## src/rtl/rfsa_pkg.sv

```systemverilog
package rfsa_pkg;

    // action codes of an input word
    localparam logic [1:0] ACT_PLACE   = 2'd0;
    localparam logic [1:0] ACT_READ    = 2'd1;
    localparam logic [1:0] ACT_RESTART = 2'd2;

    // placement codes of a result word
    localparam logic [1:0] PLC_AFTER_HDR = 2'd0;
    localparam logic [1:0] PLC_WRAPPED   = 2'd1;
    localparam logic [1:0] PLC_GAP       = 2'd2;
    localparam logic [1:0] PLC_NONE      = 2'd3;

    // status codes
    localparam logic STS_OK       = 1'b0;
    localparam logic STS_OVERFLOW = 1'b1;

    // configuration register indexes
    localparam logic CFG_RING_START = 1'b0;
    localparam logic CFG_RING_END   = 1'b1;

    localparam int CFG_DATA_W       = 17;
    localparam logic [16:0] RING_END_RST = 17'h10000;

    // input word
    typedef struct packed {
        logic [1:0]  action;
        logic [15:0] frame_length;
        logic [15:0] new_read_offset;
    } t_in_word;

    // result word
    typedef struct packed {
        logic        status;
        logic [1:0]  placement;
        logic [15:0] header_offset;
        logic [15:0] frame_offset;
        logic [15:0] write_offset_now;
    } t_out_word;

endpackage

```

## src/rtl/rfsa_place.sv

```systemverilog
module rfsa_place import rfsa_pkg::*; #(
    parameter int HEADER_BYTES = 8,
    parameter int OFFSET_BITS  = 16
) (
    input  t_in_word               i_in,
    input  logic [OFFSET_BITS-1:0] i_wr_off,
    input  logic [OFFSET_BITS-1:0] i_rd_off,
    input  logic [15:0]            i_ring_start,
    input  logic [16:0]            i_ring_end,
    output t_out_word              o_res,
    output logic                   o_wr_we,
    output logic [OFFSET_BITS-1:0] o_wr_next,
    output logic                   o_rd_we,
    output logic [OFFSET_BITS-1:0] o_rd_next
);

    // working width holds offsets, the clamped ring end and offset plus record
    localparam int CALC_W = ((OFFSET_BITS > 17) ? OFFSET_BITS : 17) + 2;
    localparam logic [CALC_W-1:0] SPAN   = CALC_W'(1) << OFFSET_BITS;
    localparam logic [CALC_W-1:0] MASK   = SPAN - CALC_W'(1);
    localparam logic [CALC_W-1:0] HB_EXT = CALC_W'(HEADER_BYTES);

    logic [CALC_W-1:0] w;
    logic [CALC_W-1:0] r;
    logic [CALC_W-1:0] start_m;
    logic [CALC_W-1:0] end_raw;
    logic [CALC_W-1:0] end_c;
    logic [CALC_W-1:0] cb;
    logic [CALC_W-1:0] need;
    logic [CALC_W-1:0] room;
    logic [CALC_W-1:0] gap;
    logic [CALC_W-1:0] w_after;
    logic [CALC_W-1:0] w_wrap;
    logic [CALC_W-1:0] w_new;
    logic [CALC_W-1:0] hdr;
    logic [CALC_W-1:0] frm;
    logic [CALC_W-1:0] rd_al;
    logic [CALC_W-1:0] w_final;
    logic              placed;
    logic [1:0]        plc;

    // operands at working width
    always_comb begin
        w       = CALC_W'(i_wr_off);
        r       = CALC_W'(i_rd_off);
        start_m = CALC_W'(i_ring_start) & MASK;
        end_raw = CALC_W'(i_ring_end);
        end_c   = (end_raw > SPAN) ? SPAN : end_raw;
        cb      = ((CALC_W'(i_in.frame_length) + CALC_W'(HEADER_BYTES - 1)) / HB_EXT)
                  * HB_EXT;
        need    = cb + HB_EXT;
        room    = (end_c > w) ? (end_c - w) : '0;
        gap     = (r > start_m) ? (r - start_m) : '0;
        w_after = w + need;
        w_wrap  = start_m + cb;
        rd_al   = ((CALC_W'(i_in.new_read_offset) / HB_EXT) * HB_EXT) & MASK;
    end

    // placement decision
    always_comb begin
        placed = 1'b0;
        plc    = PLC_NONE;
        hdr    = '0;
        frm    = '0;
        w_new  = w;
        if (r <= w) begin
            if (room >= need) begin
                placed = 1'b1;
                plc    = PLC_AFTER_HDR;
                hdr    = w;
                frm    = w + HB_EXT;
                w_new  = (w_after >= end_c) ? start_m : w_after;
            end else if (gap > cb) begin
                placed = 1'b1;
                plc    = PLC_WRAPPED;
                hdr    = w;
                frm    = start_m;
                w_new  = w_wrap;
            end
        end else if ((r - w) > need) begin
            placed = 1'b1;
            plc    = PLC_GAP;
            hdr    = w;
            frm    = w + HB_EXT;
            w_new  = w_after;
        end
    end

    // state updates and result word per action
    always_comb begin
        o_wr_we   = 1'b0;
        o_wr_next = i_wr_off;
        o_rd_we   = 1'b0;
        o_rd_next = OFFSET_BITS'(rd_al);
        o_res.status        = STS_OK;
        o_res.placement     = PLC_NONE;
        o_res.header_offset = '0;
        o_res.frame_offset  = '0;
        case (i_in.action)
            ACT_PLACE: begin
                if (placed) begin
                    o_wr_we             = 1'b1;
                    o_wr_next           = OFFSET_BITS'(w_new & MASK);
                    o_res.placement     = plc;
                    o_res.header_offset = hdr[15:0];
                    o_res.frame_offset  = frm[15:0];
                end else begin
                    o_res.status = STS_OVERFLOW;
                end
            end
            ACT_READ: begin
                o_rd_we = 1'b1;
            end
            ACT_RESTART: begin
                o_wr_we   = 1'b1;
                o_wr_next = OFFSET_BITS'(start_m);
                o_rd_we   = 1'b1;
                o_rd_next = OFFSET_BITS'(start_m);
            end
            default: begin
            end
        endcase
        w_final                = CALC_W'(o_wr_next);
        o_res.write_offset_now = w_final[15:0];
    end

endmodule

```

## src/rtl/ring_frame_space_allocator_top.sv

```systemverilog
// Ring frame space allocator. Each command word (place a frame, post the
// consumer read offset, or restart both offsets at the ring start) is taken
// when i_start is high; o_busy stays low, so a word may be issued every
// cycle. The command is captured in an input register, decided by one pass
// of compares and adds, and its single result word is loaded into the result
// register at the next clock edge, flagged by o_strobe for exactly one cycle.
// Results cannot be held off, so the receiver must take every strobed word.
// Ring bounds must be written through the configuration port only while no
// command is in flight; the block itself does not enforce this.
module ring_frame_space_allocator_top import rfsa_pkg::*; #(
    parameter int HEADER_BYTES = 8,
    parameter int OFFSET_BITS  = 16
) (
    input  logic                  i_clk,
    input  logic                  i_rst_n,
    input  logic                  i_start,
    output logic                  o_busy,
    input  t_in_word              i_in,
    input  logic                  i_cfg_we,
    input  logic                  i_cfg_index,
    input  logic [CFG_DATA_W-1:0] i_cfg_data,
    output logic                  o_strobe,
    output t_out_word             o_out
);

    logic                   r_in_vld;
    t_in_word               r_in;
    logic [OFFSET_BITS-1:0] r_wr_off;
    logic [OFFSET_BITS-1:0] r_rd_off;
    logic [15:0]            r_ring_start;
    logic [16:0]            r_ring_end;
    logic                   r_out_vld;
    t_out_word              r_out;

    t_out_word              n_out;
    logic                   n_wr_we;
    logic [OFFSET_BITS-1:0] n_wr_off;
    logic                   n_rd_we;
    logic [OFFSET_BITS-1:0] n_rd_off;

    // never stalls
    assign o_busy = 1'b0;

    // configuration registers
    always_ff @(posedge i_clk) begin
        if (!i_rst_n) begin
            r_ring_start <= '0;
            r_ring_end   <= RING_END_RST;
        end else if (i_cfg_we) begin
            unique case (i_cfg_index)
                CFG_RING_START: r_ring_start <= i_cfg_data[15:0];
                CFG_RING_END:   r_ring_end   <= i_cfg_data;
                default: begin
                end
            endcase
        end
    end

    // input register
    always_ff @(posedge i_clk) begin
        if (!i_rst_n) begin
            r_in_vld <= 1'b0;
        end else begin
            r_in_vld <= i_start & ~o_busy;
        end
        r_in <= i_in;
    end

    // placement decision
    rfsa_place #(
        .HEADER_BYTES (HEADER_BYTES),
        .OFFSET_BITS  (OFFSET_BITS)
    ) u_place (
        .i_in         (r_in),
        .i_wr_off     (r_wr_off),
        .i_rd_off     (r_rd_off),
        .i_ring_start (r_ring_start),
        .i_ring_end   (r_ring_end),
        .o_res        (n_out),
        .o_wr_we      (n_wr_we),
        .o_wr_next    (n_wr_off),
        .o_rd_we      (n_rd_we),
        .o_rd_next    (n_rd_off)
    );

    // offset state
    always_ff @(posedge i_clk) begin
        if (!i_rst_n) begin
            r_wr_off <= '0;
            r_rd_off <= '0;
        end else if (r_in_vld) begin
            if (n_wr_we) begin
                r_wr_off <= n_wr_off;
            end
            if (n_rd_we) begin
                r_rd_off <= n_rd_off;
            end
        end
    end

    // result register
    always_ff @(posedge i_clk) begin
        if (!i_rst_n) begin
            r_out_vld <= 1'b0;
        end else begin
            r_out_vld <= r_in_vld;
        end
        r_out <= n_out;
    end

    assign o_strobe = r_out_vld;
    assign o_out    = r_out;

endmodule
```

## config.mk

```make
export PLATFORM = sky130hd
export DESIGN_NAME = ring_frame_space_allocator_top
export DESIGN_NICKNAME = d
export VERILOG_FILES = /design/src/rtl/rfsa_pkg.sv /design/src/rtl/rfsa_place.sv /design/src/rtl/ring_frame_space_allocator_top.sv
export SDC_FILE = /design/constraint.sdc
export NUM_CORES = 1
export LEC_CHECK = 0
export ABC_AREA = 1
export CORE_ASPECT_RATIO = 1.4
export CORE_MARGIN = 5
export CORE_UTILIZATION = 40
export DETAILED_ROUTE_END_ITERATION = 10
export DONT_BUFFER_PORTS = 1
export MAX_ROUTING_LAYER = met4
export SLEW_MARGIN = 20
export SYNTH_ARGS = -nofsm -noshare
export SYNTH_HDL_FRONTEND = slang
export SYNTH_HIERARCHICAL = 1
export SYNTH_SLANG_ARGS = --single-unit
```

## constraint.sdc

```tcl
create_clock -name i_clk -period 4.5 [get_ports i_clk]
set_clock_uncertainty 0.2 [all_clocks]
set_input_delay 0.9 -clock i_clk [delete_from_list [all_inputs] [get_ports i_clk]]
set_output_delay 0.9 -clock i_clk [all_outputs]
set_load 0.01 [all_outputs]
```

==> Implementation_results.wiki <==
{| class="wikitable"
! Metric !! Value
|-
| Total number of nets in the final design || approximately 2.5k
|-
| Maximum level of the CTS H-tree || 4
|-
| Worst setup EP type || register
|-
| Row cnt || 77
|-
| WP data required || around 4.7 ns
|-
| Latest clock arrival within the worst-skew pair || roughly 0.46 ns
|-
| Final period util || 109%
|-
| Hold crit path type || input pin to register
|-
| Cell area after technology mapping || about 0.013 mm^2
|-
| Starting DRT DRC Count || 1,148
|-
| First-pass GRT wire length || 80.6 mm
|-
| CTS Hold Buffers Added || 0
|-
| Dpl cells || approximately 2.6k
|-
| Final setup fails || between 60 and 70
|-
| Average cell area after synthesis || 6.65 um^2
|-
| Remaining max-slew budget at the tightest pin || between 40% and 50%
|-
| Pin count of the biggest net entering global routing || ~70
|-
| Initial standard-cell utilization of the core || around two fifths
|-
| Worst Slack Setup Final || -0.387 ns
|-
| Fillers || ~3.0k
|-
| Share of layout cells above drive strength 1 || between 30% and 40%
|-
| Floorplan die width || 162 um
|-
| DRC violations left || 0
|-
| Number of global-route vias before repair || approximately 14k
|-
| CP Max Fanout || 5
|-
| Synth Warn # || 6
|-
| Total half-perimeter wirelength after legalization and detailed placement || roughly 45 mm
|-
| Residual antenna-violating net count after detailed routing || 0
|-
| Critical path launch point type || register
|-
| Routed wire length || around 56 mm
|-
| Run status || finished, violations left
|-
| Vias per cell || around 5.3
|-
| Leakage Power || 9.02 nW
|-
| Fmax || approximately 0.20 GHz
|-
| Power density over cell area || approximately 440 mW/mm^2
|-
| Slowest-stage cell, CP || dfxtp_2
|-
| Initial antenna violation count || 1
|-
| Final hold violations || 0
|-
| Number of standard cells in the final layout excluding fillers || between 2k and 3k
|-
| Final Critical Period || ~4.9 ns
|-
| Number of instances in the synthesized netlist || between 1.5k and 2k
|-
| Highest ir drop seen on vdd || ~0.28 mV
|-
| CTS Buffer Depth || 2
|-
| TritonCTS clock tree || done
|-
| Area of the core || about 0.032 mm^2
|-
| TritonRoute pass-1 iters || 5
|-
| Post-layout power || 8.03 mW
|-
| Failing checks || negative setup slack
|-
| Total congestion overflow || 0
|-
| Quantity of I/O buffers inserted on ports || 0
|-
| Weighted congestion reported at the end of routability-driven placement || between 1 and 1.5
|-
| Final standard cell utilization of the core || between 50% and 60%
|-
| Synth-to-layout area growth || 40.5%
|-
| Detailed-route wire length per cell || 20.9 um
|-
| Full die area || 0.0359 mm^2
|-
| Clock Tree Root || clkbuf_16
|-
| Setup repair after global routing missed its margin || true
|-
| Number of max-cap violations || 0
|-
| Data arrival at the endpoint of the critical path || 5.04 ns
|-
| Number of buffers created by CTS || 17
|-
| Largest stage delay on the critical path || roughly 0.36 ns
|-
| Floorplan die height || 222 um
|-
| Type of the worst setup path || register to register
|-
| Vias after detailed routing || 14.3k
|-
| Slew at the pin closest to its max-slew limit || approximately 0.80 ns
|-
| Aggregate global-route resource usage || between 30% and 40%
|-
| Number of top-level pins || 109
|-
| Max-slew violations || 0
|-
| Clock transition at path regs || 0.07 ns
|-
| Clock sinks || ~150
|}
## routing by layer
| metal | global-route usage [%] | wire length (um) | vias to the layer above |
|---|---|---|---|
| li1 | - | - | 6926 |
| met1 | 32.4 | 20500 | 6595 |
| met2 | 51.2 | 27000 | 569 |
| met3 | 3.69 | 2790 | 250 |
| met4 | 25.0 | 5640 | 0 |
| met5 | - | 0 | - |
## layout by cell type (no fill, tap or decap), drive strengths merged, types with 21 or more instances in the layout
| cell type | instances |
|---|---|
| nor3 | 21 |
| dfxtp | 149 |
| nand3 | 135 |
| buf | 376 |
| inv | 276 |
| nor2 | 257 |
| nand2 | 453 |
| o21ai | 112 |
| xor2 | 47 |
| xnor2 | 27 |
| nand4 | 33 |
| ha | 144 |
| a21oi | 136 |
## timing repair
action	in CTS	in global routing
gates resized for setup	180	145
cloned	4	2
setup endpoints to repair	67	67
pin swaps	74	54
buffers inserted	27	29
## stage by stage
step / setup slack, ns / cell area (um^2) / hold slack, ns / setup TNS (ns)
detailed placement: -0.618 / 15700 / 0.291 / -27.82
CTS: -0.287 / 17300 / 0.237 / -9.80
global placement: -0.623 / 15700 / 0.277 / -27.50
floorplan: -0.0726 / 13200 / 0.252 / -0.286
finish: -0.387 / 18100 / 0.267 / -14.40
global route: -0.627 / 18100 / 0.249 / -30.71
## cell type report
type	count	area, um^2	area share (%)
clock inverters	14	139	0.768
repair buffers	378	3210	17.8
multi-input cells	1455	9750	53.9
inverters	271	1060	5.84
flip-flops and latches	149	3000	16.6
well taps	395	494	2.73
diodes	1	2.50	0.0138
clock buffers	18	439	2.43
## worst max-delay path, delay by kind of cell (launching register included)
kind	cells	cell delay (ns)
AOI/OAI and AO/OA	2	0.34
xor gates and xnor gates	2	0.28
adders and majority gates	2	0.57
buffers and inverters	8	0.94
DFF	1	0.36
and+or+nand+nor	20	2.09
## sequential cells by signal (all words and copies together), names as in the netlist
| register | cells |
|---|---|
| r_wr_off | 16 |
| r_in_vld | 1 |
| r_in | 31 |
| r_ring_end | 17 |
| r_ring_start | 16 |
| o_out | 51 |
| o_strobe | 1 |
| r_rd_off | 16 |
## where the power goes
group          switching (mW)  internal, mW
logic                    2.83          2.17
registers               0.123          1.45
clock network           0.657         0.791
## worst paths after layout
path,startpoint,endpoint,slack (ns),depth (start not counted)
max,r_in[19],r_wr_off[8],-0.39,34
min,i_in[6],r_in[6],0.27,0
max reg2reg,r_in[19],r_wr_off[8],-0.39,34
min reg2reg,r_rd_off[0],r_rd_off[0],0.33,2
(Power assumes the default switching activity.)
